===== src/rtl/irc_message_tokenizer_macros.svh =====
// ----------------------------------------------------------------------------
// IRC tokenizer assertion macros
// Same-cycle and next-cycle implication checks on the block clock.
// ----------------------------------------------------------------------------
`ifndef IRC_MESSAGE_TOKENIZER_MACROS_SVH
`define IRC_MESSAGE_TOKENIZER_MACROS_SVH

// antecedent implies consequent in the same cycle
`define IRC_ASSERT_IMPL(lbl, ante, cons) \
    lbl: assert property (@(posedge i_clk) disable iff (!i_rst_n) (ante) |-> (cons)) \
        else $error("irc tokenizer check failed");

// antecedent implies consequent in the next cycle
`define IRC_ASSERT_NEXT(lbl, ante, cons) \
    lbl: assert property (@(posedge i_clk) disable iff (!i_rst_n) (ante) |=> (cons)) \
        else $error("irc tokenizer check failed");

`endif


===== src/rtl/irc_tok_pkg.sv =====
// ----------------------------------------------------------------------------
// IRC tokenizer package
// Token kinds, parse phases, result bundles and shared constants.
// ----------------------------------------------------------------------------
package irc_tok_pkg;

    localparam int MAX_RES         = 5;
    localparam int CNT_W           = 3;
    localparam int QUEUE_DEPTH_DEF = 4;

    localparam logic [7:0] C_COLON = 8'h3A;
    localparam logic [7:0] C_COMMA = 8'h2C;
    localparam logic [7:0] C_DIG0  = 8'h30;
    localparam logic [7:0] C_DIG9  = 8'h39;
    localparam logic [7:0] C_SPACE = 8'h20;
    localparam logic [7:0] C_TAB   = 8'h09;
    localparam logic [7:0] C_LF    = 8'h0A;
    localparam logic [7:0] C_VT    = 8'h0B;
    localparam logic [7:0] C_FF    = 8'h0C;
    localparam logic [7:0] C_CR    = 8'h0D;
    localparam logic [7:0] C_LOW_A = 8'h61;
    localparam logic [7:0] C_LOW_Z = 8'h7A;
    localparam logic [7:0] C_CASE  = 8'h20;

    typedef enum logic [2:0] {
        K_PREFIX = 3'd0,
        K_WORD   = 3'd1,
        K_NUMBER = 3'd2,
        K_SPACE  = 3'd3,
        K_PARAM  = 3'd4,
        K_COMMA  = 3'd5,
        K_TRAIL  = 3'd6,
        K_CRLF   = 3'd7
    } t_kind;

    typedef enum logic [2:0] {
        PH_START     = 3'd0,
        PH_PREFIX    = 3'd1,
        PH_PRESPACE  = 3'd2,
        PH_CMD       = 3'd3,
        PH_LEADSPACE = 3'd4,
        PH_SPACE     = 3'd5,
        PH_PARAM     = 3'd6,
        PH_TRAIL     = 3'd7
    } t_phase;

    typedef struct packed {
        t_kind      kind;
        logic [7:0] value;
        logic       valid;
        logic       tend;
        logic       mend;
        logic       last;
    } t_result;

    typedef struct packed {
        t_result [MAX_RES-1:0] slots;
        logic [CNT_W-1:0]      cnt;
    } t_bundle;

    typedef struct packed {
        t_phase phase;
        logic   pending_cr;
        logic   all_digits;
        logic   comma_seen;
        logic   token_open;
        logic   message_started;
    } t_tok_state;

    typedef struct packed {
        t_tok_state st;
        t_bundle    bun;
    } t_work;

    function automatic logic f_is_digit(logic [7:0] ch);
        return (ch >= C_DIG0) && (ch <= C_DIG9);
    endfunction

    function automatic logic f_is_ws(logic [7:0] ch);
        return (ch == C_SPACE) || (ch == C_TAB) || (ch == C_LF) ||
               (ch == C_VT) || (ch == C_FF) || (ch == C_CR);
    endfunction

    function automatic logic [7:0] f_upper(logic [7:0] ch);
        return ((ch >= C_LOW_A) && (ch <= C_LOW_Z)) ? ch - C_CASE : ch;
    endfunction

endpackage


===== src/rtl/irc_message_tokenizer.sv =====
// Results: an accepted byte's results are written to the queue, then loaded one by one into the output register.
// Throughput: one byte per cycle in while not full; one result per cycle out while results are popped.
// A byte's results hold the queue head until its last is loaded; QUEUE_DEPTH bundles buffer bursts.
// Reset: synchronous, active low; clears parse state, queue pointers and the output valid flag.
// ----------------------------------------------------------------------------
// IRC message tokenizer
// Splits a byte stream into messages at CR LF or packet end and emits IRC token results.
// ----------------------------------------------------------------------------
`include "irc_message_tokenizer_macros.svh"

module irc_message_tokenizer import irc_tok_pkg::*; #(
    parameter int QUEUE_DEPTH = QUEUE_DEPTH_DEF
) (
    input  logic       i_clk,
    input  logic       i_rst_n,
    input  logic       push,
    output logic       full,
    input  logic [7:0] i_in_byte,
    input  logic       i_end_of_packet,
    output logic       empty,
    input  logic       pop,
    output logic [2:0] o_token_kind,
    output logic [7:0] o_value_byte,
    output logic       o_value_valid,
    output logic       o_token_end,
    output logic       o_message_end,
    output logic       o_last_of_run
);

    localparam int BW = $bits(t_bundle);

    logic          accept;
    logic          f_push;
    t_bundle       f_bundle;
    logic [BW-1:0] q_head;
    logic          q_empty;
    logic          q_pop;
    logic          out_valid;
    t_result       out_res;

    assign accept = push && !full;

    irc_tok_front u_front (
        .i_clk           (i_clk),
        .i_rst_n         (i_rst_n),
        .i_accept        (accept),
        .i_in_byte       (i_in_byte),
        .i_end_of_packet (i_end_of_packet),
        .o_push          (f_push),
        .o_bundle        (f_bundle)
    );

    irc_tok_queue #(
        .W     (BW),
        .DEPTH (QUEUE_DEPTH)
    ) u_queue (
        .i_clk     (i_clk),
        .i_rst_n   (i_rst_n),
        .i_wr      (f_push),
        .i_wr_data (f_bundle),
        .i_rd      (q_pop),
        .o_rd_data (q_head),
        .o_full    (full),
        .o_empty   (q_empty)
    );

    irc_tok_back u_back (
        .i_clk        (i_clk),
        .i_rst_n      (i_rst_n),
        .i_head       (t_bundle'(q_head)),
        .i_head_empty (q_empty),
        .o_head_pop   (q_pop),
        .i_pop        (pop),
        .o_valid      (out_valid),
        .o_res        (out_res)
    );

    assign empty         = !out_valid;
    assign o_token_kind  = out_res.kind;
    assign o_value_byte  = out_res.value;
    assign o_value_valid = out_res.valid;
    assign o_token_end   = out_res.tend;
    assign o_message_end = out_res.mend;
    assign o_last_of_run = out_res.last;

    `IRC_ASSERT_IMPL(a_crlf_shape, !empty && o_message_end, (o_token_kind == K_CRLF) && !o_value_valid && o_token_end && o_last_of_run)
    `IRC_ASSERT_IMPL(a_novalue_zero, !empty && !o_value_valid, (o_value_byte == 8'h00) && o_token_end)
    `IRC_ASSERT_IMPL(a_space_shape, !empty && (o_token_kind == K_SPACE), (o_value_byte == C_SPACE) && o_value_valid && o_token_end)
    `IRC_ASSERT_NEXT(a_hold_unpopped, !empty && !pop, !empty && $stable(o_token_kind) && $stable(o_value_byte))

endmodule


===== src/rtl/irc_tok_front.sv =====
// ----------------------------------------------------------------------------
// IRC tokenizer front end
// Classifies each accepted byte, updates the parse state and builds the
// bundle of results that the byte causes.
// ----------------------------------------------------------------------------
module irc_tok_front import irc_tok_pkg::*; (
    input  logic       i_clk,
    input  logic       i_rst_n,
    input  logic       i_accept,
    input  logic [7:0] i_in_byte,
    input  logic       i_end_of_packet,
    output logic       o_push,
    output t_bundle    o_bundle
);

    t_tok_state r_state;
    t_tok_state n_state;

    function automatic t_work f_emit(t_work w, t_kind k, logic [7:0] ch, logic v,
                                     logic te, logic me);
        t_result r;
        r.kind  = k;
        r.value = v ? ch : 8'h00;
        r.valid = v;
        r.tend  = te;
        r.mend  = me;
        r.last  = 1'b0;
        if (w.bun.cnt < CNT_W'(MAX_RES)) begin
            w.bun.slots[w.bun.cnt] = r;
            w.bun.cnt = w.bun.cnt + 1'b1;
        end
        return w;
    endfunction

    function automatic t_work f_close(t_work w, t_kind k);
        w = f_emit(w, k, 8'h00, 1'b0, 1'b1, 1'b0);
        w.st.token_open = 1'b0;
        return w;
    endfunction

    function automatic t_work f_space(t_work w);
        return f_emit(w, K_SPACE, C_SPACE, 1'b1, 1'b1, 1'b0);
    endfunction

    function automatic t_work f_start_param(t_work w, logic [7:0] ch);
        w.st.token_open = 1'b1;
        if (ch == C_COLON) begin
            w.st.phase = PH_TRAIL;
        end else begin
            w.st.phase = PH_PARAM;
            w.st.comma_seen = (ch == C_COMMA);
            w = f_emit(w, w.st.comma_seen ? K_COMMA : K_PARAM, ch, 1'b1, 1'b0, 1'b0);
        end
        return w;
    endfunction

    function automatic t_work f_start_cmd(t_work w, logic [7:0] ch);
        if (ch == C_SPACE) begin
            w = f_space(w);
            w.st.phase = PH_LEADSPACE;
        end else if (f_is_ws(ch)) begin
            w = f_start_param(w, ch);
        end else begin
            w.st.phase = PH_CMD;
            w.st.token_open = 1'b1;
            w.st.all_digits = f_is_digit(ch);
            w = f_emit(w, w.st.all_digits ? K_NUMBER : K_WORD, f_upper(ch),
                       1'b1, 1'b0, 1'b0);
        end
        return w;
    endfunction

    function automatic t_work f_content(t_work w, logic [7:0] ch);
        w.st.message_started = 1'b1;
        unique case (w.st.phase)
            PH_START: begin
                if (ch == C_COLON) begin
                    w.st.phase = PH_PREFIX;
                    w.st.token_open = 1'b1;
                    w = f_emit(w, K_PREFIX, ch, 1'b1, 1'b0, 1'b0);
                end else begin
                    w = f_start_cmd(w, ch);
                end
            end
            PH_PREFIX: begin
                if (ch == C_SPACE) begin
                    w = f_close(w, K_PREFIX);
                    w = f_space(w);
                    w.st.phase = PH_PRESPACE;
                end else begin
                    w = f_emit(w, K_PREFIX, ch, 1'b1, 1'b0, 1'b0);
                end
            end
            PH_PRESPACE: begin
                if (ch != C_SPACE) begin
                    w = f_start_cmd(w, ch);
                end
            end
            PH_CMD: begin
                if (ch == C_SPACE) begin
                    w = f_close(w, w.st.all_digits ? K_NUMBER : K_WORD);
                    w = f_space(w);
                    w.st.phase = PH_SPACE;
                end else begin
                    if (!f_is_digit(ch)) begin
                        w.st.all_digits = 1'b0;
                    end
                    w = f_emit(w, w.st.all_digits ? K_NUMBER : K_WORD, f_upper(ch),
                               1'b1, 1'b0, 1'b0);
                end
            end
            PH_LEADSPACE, PH_SPACE: begin
                if (ch != C_SPACE) begin
                    w = f_start_param(w, ch);
                end
            end
            PH_PARAM: begin
                if (ch == C_SPACE) begin
                    w = f_close(w, w.st.comma_seen ? K_COMMA : K_PARAM);
                    w = f_space(w);
                    w.st.phase = PH_SPACE;
                end else begin
                    if (ch == C_COMMA) begin
                        w.st.comma_seen = 1'b1;
                    end
                    w = f_emit(w, w.st.comma_seen ? K_COMMA : K_PARAM, ch,
                               1'b1, 1'b0, 1'b0);
                end
            end
            PH_TRAIL: begin
                w = f_emit(w, K_TRAIL, ch, 1'b1, 1'b0, 1'b0);
            end
        endcase
        return w;
    endfunction

    function automatic t_work f_end_msg(t_work w);
        unique case (w.st.phase)
            PH_PREFIX: w = f_close(w, K_PREFIX);
            PH_CMD:    w = f_close(w, w.st.all_digits ? K_NUMBER : K_WORD);
            PH_PARAM:  w = f_close(w, w.st.comma_seen ? K_COMMA : K_PARAM);
            PH_TRAIL:  w = f_close(w, K_TRAIL);
            PH_SPACE:  w = f_emit(w, K_PARAM, 8'h00, 1'b0, 1'b1, 1'b0);
            PH_START, PH_PRESPACE, PH_LEADSPACE: begin
            end
        endcase
        w = f_emit(w, K_CRLF, 8'h00, 1'b0, 1'b1, 1'b1);
        w.st.phase           = PH_START;
        w.st.pending_cr      = 1'b0;
        w.st.all_digits      = 1'b1;
        w.st.comma_seen      = 1'b0;
        w.st.token_open      = 1'b0;
        w.st.message_started = 1'b0;
        return w;
    endfunction

    always_comb begin
        t_work w;
        logic  consumed;
        w        = '0;
        w.st     = r_state;
        consumed = 1'b0;
        if (w.st.pending_cr) begin
            w.st.pending_cr = 1'b0;
            if (i_in_byte == C_LF) begin
                w = f_end_msg(w);
                consumed = 1'b1;
            end else begin
                w = f_content(w, C_CR);
            end
        end
        if (!consumed) begin
            if (i_in_byte == C_CR) begin
                w.st.pending_cr = 1'b1;
                w.st.message_started = 1'b1;
            end else begin
                w = f_content(w, i_in_byte);
            end
        end
        if (i_end_of_packet && w.st.message_started) begin
            if (w.st.pending_cr) begin
                w.st.pending_cr = 1'b0;
                w = f_content(w, C_CR);
            end
            w = f_end_msg(w);
        end
        if (w.bun.cnt != '0) begin
            w.bun.slots[w.bun.cnt - 1'b1].last = 1'b1;
        end
        n_state  = w.st;
        o_bundle = w.bun;
        o_push   = i_accept && (w.bun.cnt != '0);
    end

    always_ff @(posedge i_clk) begin
        if (!i_rst_n) begin
            r_state.phase           <= PH_START;
            r_state.pending_cr      <= 1'b0;
            r_state.all_digits      <= 1'b1;
            r_state.comma_seen      <= 1'b0;
            r_state.token_open      <= 1'b0;
            r_state.message_started <= 1'b0;
        end else if (i_accept) begin
            r_state <= n_state;
        end
    end

endmodule


===== src/rtl/irc_tok_queue.sv =====
// ----------------------------------------------------------------------------
// IRC tokenizer bundle queue
// Small register queue of result bundles between front and back end.
// ----------------------------------------------------------------------------
module irc_tok_queue import irc_tok_pkg::*; #(
    parameter int W     = $bits(t_bundle),
    parameter int DEPTH = QUEUE_DEPTH_DEF
) (
    input  logic         i_clk,
    input  logic         i_rst_n,
    input  logic         i_wr,
    input  logic [W-1:0] i_wr_data,
    input  logic         i_rd,
    output logic [W-1:0] o_rd_data,
    output logic         o_full,
    output logic         o_empty
);

    localparam int AW = (DEPTH > 1) ? $clog2(DEPTH) : 1;

    logic [W-1:0]  r_mem [DEPTH];
    logic [AW-1:0] r_wp;
    logic [AW-1:0] r_rp;
    logic [AW:0]   r_cnt;
    logic          wr_en;
    logic          rd_en;

    assign o_full    = (r_cnt == (AW+1)'(DEPTH));
    assign o_empty   = (r_cnt == '0);
    assign o_rd_data = r_mem[r_rp];
    assign wr_en     = i_wr && !o_full;
    assign rd_en     = i_rd && !o_empty;

    always_ff @(posedge i_clk) begin
        if (wr_en) begin
            r_mem[r_wp] <= i_wr_data;
        end
    end

    always_ff @(posedge i_clk) begin
        if (!i_rst_n) begin
            r_wp  <= '0;
            r_rp  <= '0;
            r_cnt <= '0;
        end else begin
            if (wr_en) begin
                r_wp <= (r_wp == AW'(DEPTH-1)) ? '0 : r_wp + 1'b1;
            end
            if (rd_en) begin
                r_rp <= (r_rp == AW'(DEPTH-1)) ? '0 : r_rp + 1'b1;
            end
            if (wr_en && !rd_en) begin
                r_cnt <= r_cnt + 1'b1;
            end else if (rd_en && !wr_en) begin
                r_cnt <= r_cnt - 1'b1;
            end
        end
    end

endmodule


===== src/rtl/irc_tok_back.sv =====
// ----------------------------------------------------------------------------
// IRC tokenizer back end
// Walks the head bundle one result per cycle into the output register, while it is empty or popped.
// ----------------------------------------------------------------------------
module irc_tok_back import irc_tok_pkg::*; (
    input  logic    i_clk,
    input  logic    i_rst_n,
    input  t_bundle i_head,
    input  logic    i_head_empty,
    output logic    o_head_pop,
    input  logic    i_pop,
    output logic    o_valid,
    output t_result o_res
);

    localparam int IW = $clog2(MAX_RES);

    logic [IW-1:0] r_idx;
    logic          r_valid;
    t_result       r_res;
    t_result       slot;
    logic          load;

    assign slot       = i_head.slots[r_idx];
    assign load       = !i_head_empty && (!r_valid || i_pop);
    assign o_head_pop = load && slot.last;
    assign o_valid    = r_valid;
    assign o_res      = r_res;

    always_ff @(posedge i_clk) begin
        if (load) begin
            r_res <= slot;
        end
    end

    always_ff @(posedge i_clk) begin
        if (!i_rst_n) begin
            r_idx   <= '0;
            r_valid <= 1'b0;
        end else begin
            if (load) begin
                r_idx   <= slot.last ? '0 : r_idx + 1'b1;
                r_valid <= 1'b1;
            end else if (i_pop) begin
                r_valid <= 1'b0;
            end
        end
    end

endmodule


===== config.mk =====
export PLATFORM = sky130hd
export DESIGN_NAME = irc_message_tokenizer
export DESIGN_NICKNAME = d
export VERILOG_FILES = /design/src/rtl/irc_tok_pkg.sv /design/src/rtl/irc_message_tokenizer.sv /design/src/rtl/irc_tok_front.sv /design/src/rtl/irc_tok_queue.sv /design/src/rtl/irc_tok_back.sv
export VERILOG_INCLUDE_DIRS = /design/src /design/src/rtl
export SDC_FILE = /design/constraint.sdc
export NUM_CORES = 1
export LEC_CHECK = 0
export BUFFER_PORTS_ARGS = -buffer_cell sky130_fd_sc_hd__buf_2
export CAP_MARGIN = 20
export CORE_ASPECT_RATIO = 1.1
export CORE_MARGIN = 4
export CORE_UTILIZATION = 30
export CTS_CLUSTER_SIZE = 40
export DETAILED_ROUTE_END_ITERATION = 10
export PLACE_DENSITY = 0.49
export SETUP_SLACK_MARGIN = 0.3
export SYNTH_ARGS = -nofsm -noshare
export SYNTH_HDL_FRONTEND = slang
export SYNTH_HIERARCHICAL = 1
export SYNTH_SLANG_ARGS = --single-unit
export TNS_END_PERCENT = 20

===== constraint.sdc =====
create_clock -name i_clk -period 22.8 [get_ports i_clk]
set_input_delay 3.42 -clock i_clk [delete_from_list [all_inputs] [get_ports i_clk]]
set_output_delay 3.42 -clock i_clk [all_outputs]
set_load 0.05 [all_outputs]

-- After elaboration in Yosys (flattened, before gate mapping)
Memory sizes are Yosys's and may differ from the RTL's. A register that Yosys moved wholly into a read port is not among the register bits.
Cells that the tools add are included.
- register bits: 34
- memory bits (writable): 312
- bits of input ports: 13
- output and inout port bits: 17
- word-level logic and storage cells: 327
- memories: 1
- add/sub/neg operators: 15
- magnitude comparators: 31
- equality and inequality tests: 38
- mux-type cells: 145
- bitwise operators: 39
- reduce and logical (&&, ||, !) cells: 41
- memories (name ; depth ; width ; rd ports ; clocked after memory_dff ; wr ports ; line ; RTL):
    u_queue.r_mem ; 4 ; 78 ; 1 ; 1 ; 1 ; irc_tok_queue.sv:21 ; logic [W-1:0] r_mem [DEPTH];
- operators with widths (cell ; number):
    $mux 78 ; 41
    $mux 86 ; 16
    $bwmux 75 ; 13
    $pmux 86 s5 ; 2
    $pmux 86 s7 ; 1
    $demux 15 s3 ; 9
    $pmux 78 s5 ; 1
    $and 50x50->50 ; 7
    $not 50->50 ; 7
    $or 25x25->25 ; 7
    $and 70x70->70 ; 2
    $not 70->70 ; 2
    $mux 15 ; 9
    $pmux 18 s5 ; 1
    $mux 81 ; 1
    $mux 75 ; 1
    $and 65x65->65 ; 1
    $not 65->65 ; 1
    $and 60x60->60 ; 1
    $not 60->60 ; 1
    $and 55x55->55 ; 1
    $not 55->55 ; 1
    $eq 3x3->1 const B ; 16
    $and 45x45->45 ; 1
    36 further kinds ; 166

-- Logic depth before layout (Yosys ltp)
- word-level depth: 69
- mapped depth: 36

-- Hierarchy
Netlist, hierarchy kept.
- modules (own cells, without submodules) (module ; instances ; cells an instance ; area each (sq um)):
    irc_tok_queue ; 1 ; 459 ; 11747.5
    irc_tok_front ; 1 ; 712 ; 4262.8
    irc_tok_back ; 1 ; 112 ; 1312.5
    irc_message_tokenizer ; 1 ; 2 ; 17.5

-- Least setup slack after synthesis
OpenSTA, ideal clock, no wires.
- path type: input-to-reg
- start: input i_in_byte[6]
- end: memory u_queue/r_mem[0][0] (netlist name) (enable)
- setup time: 445 ps
- arrival time: 10697 ps
- required time: 22355 ps
- setup slack: 11658 ps
- stages: 30
- buffers on the path: 6
- cells stage by stage: buf_4 -> or4_1 -> buf_6 -> nor2_8 -> a21o_4 -> inv_1 -> ha_1 -> clkbuf_1 -> nor2_1 -> o31ai_1 -> and4_1 -> nor3_2 -> inv_1 -> ha_1 -> a2111oi_0 -> nand2_1 -> clkbuf_1 -> ha_1 -> clkbuf_1 -> a32o_1 -> ha_1 -> nand4_1 -> nand3_1 -> inv_1 -> ha_1 -> inv_1 -> o21a_1 -> nor2b_1 -> clkbuf_1 -> and2_1
- RTL lines (item ; line ; RTL):
    start: declaration ; irc_message_tokenizer.sv:18 ; input logic [7:0] i_in_byte,
    end: declaration ; irc_tok_queue.sv:21 ;

==> key figures <==
GRT
  – Initial antenna violation count: 0
  – Tot GR Track Use: ~16%
  – Largest net degree at the start of global routing: 59
  – First-pass GRT wire length: 72.4 mm
  – Overflow after GRT: 0
  – Vias in the first global route: around 11000

Yosys
  – Synth warnings: 6
  – Post-Synthesis Cells: between 1000 and 1500
  – Mapped Area: about 17000 sq um
  – Mean Syn Cell Area: between 10 and 15 sq um

STA
  – Max_slew headroom: approximately 27%
  – Final Hold Fails: 0
  – Clk_skew: around 0.016 ns
  – Final period util: 49.4%
  – Setup TNS: 0 ns
  – Tmin final: ~11 ns
  – Hold WS: 0.515 ns
  – Post-route setup slack: 11.54 ns
  – RSZ-0062 raised after global routing: no
  – F_max: between 0.08 and 0.09 GHz
  – Max Slew Vio Count: 0
  – Worst Tran Pin Value: around 1.1 ns
  – # setup viols final: 0

Setup path
  – Worst EP arrival: 11.41 ns
  – R2R Setup Slk: 14.33 ns
  – Crit Reg-Reg Endpoint: u_queue/r_mem[0][55]$_DFFE_PP_
  – R2R depth: 25
  – Worst Setup Start Kind: input port
  – Critical Path End Type: flip-flop
  – Required time worst endpoint: 22.95 ns
  – Setup CP Type: in -> reg
  – Critical path fanouts, max: between 40 and 50
  – Crit Reg-Reg Startpoint: u_front/r_state[4]$_SDFFE_PN0P_

Drt
  – Residual DRC: 0
  – DR pass1 iterations: 6
  – Initial drt markers: around 1100
  – WL/cell: 23.6 um
  – WL final: 48.3 mm
  – Post-route ant nets: 0
  – Via/cell ratio: 5.51
  – Vias: about 11000

Finish
  – Final core utilization: about a third
  – Final instance area: about 19000 sq um
  – Area of the multi-input gates: about 6400 sq um
  – Final nets: 1313
  – Area growth syn-to-layout: 11.3%
  – Layout cells sized above 1: between 15 and 20%
  – Most frequent cells in the layout: 315 x edfxtp_1, 109 x nand2_1, 89 x mux4_2
  – Non-Filler Instances: 2048
  – Most common cell after layout, fill and taps aside: edfxtp_1
  – Sequential cell area: 9850 sq um
  – Filler Cell Count: about 5500

Floorplanning
  – Initial Util: between 30% and 40%
  – Die X: 234 um
  – Die H: approximately 260 um
  – Die area: 60200 sq um
  – IO Pins: 30
  – FP Rows: 91
  – Placeable Area: approximately 56000 sq um

Run
  – MaxCap Viol Count: 0

Clocking
  – Later-pin clock latency in the skew report: about 0.53 ns
  – CTS Hold Bufs: 0
  – Clock tree sinks: about 330
  – Worst-case clock buffer depth: 3
  – H-Tree Depth: 2
  – CTS tree: done
  – Num CTS Buffers: 37
  – Clock Pin Slew Worst Setup and Hold Paths: ~0.060 ns
  – Post-CTS Resized: 0
  – Clk root buf: clkbuf_16
  – Postcts setup bufs: 0

Place
  – Final GP Congestion: between 0.9 and 1
  – I/O Buffers: 29
  – Post-DP HPWL: between 30 and 40 mm
  – Pre-CTS WS: ~11 ns
  – Post-Place Cells: 1983
  – Placed Area: between 15000 and 20000 sq um

Power
  – Leak: 6.24 nW
  – Max rail drop VDD: roughly 0.044 mV
  – Pwr/cell area: approximately 110 nW/um^2
  – Power Total: a little under 2 mW

Run status
  – Status: finished clean

Min path
  – Hold path depth: 2
  – Hold_sp: u_queue/r_wp[1]$_SDFFE_PN0P_
  – Hold endpoint: u_queue/r_wp[1]$_SDFFE_PN0P_
  – Hold Crit Class: reg -> reg
[registers in the layout, summed over array words and instances (netlist names), named ones only]
signal           cells
u_back/o_res        15
u_front/r_state      6
u_queue/r_rp         2
u_queue/r_cnt        3
u_queue/r_mem      300
u_queue/r_wp         2
u_back/o_valid       1
u_back/r_idx         3
[worst max-delay path by stage]
| stage | from | to | slack [ns] | cells after the start |
|---|---|---|---|---|
| global route | i_in_byte[7] | u_queue/r_mem[1][55]$_DFFE_PP_ | 11.02 | 26 |
| floorplan | i_in_byte[6] | u_queue/r_mem[0][10]$_DFFE_PP_ | 11.80 | 30 |
| CTS | i_in_byte[7] | u_queue/r_mem[0][55]$_DFFE_PP_ | 11.65 | 26 |
| finish | i_in_byte[7] | u_queue/r_mem[0][55]$_DFFE_PP_ | 11.54 | 26 |
| global placement | i_in_byte[7] | u_queue/r_mem[1][41]$_DFFE_PP_ | 11.22 | 26 |
| detailed placement | i_in_byte[7] | u_queue/r_mem[0][19]$_DFFE_PP_ | 11.11 | 26 |
[worst max-delay path: stages]
cell and delay, ns:
buf_2 0.16, nor4_4 0.48, nand3_1 0.14, buf_4 0.24, nor2_1 0.60, ha_1 0.77
nor2_1 0.08, o31ai_1 0.27, and4_1 0.24, nor3_2 0.06, inv_1 0.12, ha_1 0.27
a2111oi_0 0.54, nand2_1 0.43, ha_1 0.54, a32o_1 0.27, ha_1 0.27, nand4_1 0.13
nand3_1 0.14, inv_1 0.05, ha_1 0.23, inv_1 0.07, o21a_1 0.11, nor2b_1 0.46
and2_4 0.55, buf_4 0.69
[routing by layer]
metal / GRT usage [%] / share of wire, %
met5: 0 / 0
met4: 7.19 / 5.1
met3: 2.48 / 5.4
met2: 24.1 / 45
met1: 22.3 / 44
[power breakdown]
part / internal [mW] / total, mW / switching, mW
Clock: 0.323 / 0.553 / 0.230
Combinational: 0.216 / 0.572 / 0.357
Sequential: 0.813 / 0.855 / 0.0421
Total: 1.35 / 1.98 / 0.629
[area by class of cell]
class	instances	share of cell area (%)
well taps	744	4.94
clock inverters	16	0.777
flip-flops and latches	334	52.3
diodes	1	0.0133
clock buffers	47	5.12
multi-input cells	806	34.2
repair buffers	54	1.75
inverters	46	0.917
Power figures use the tool's default switching activity.
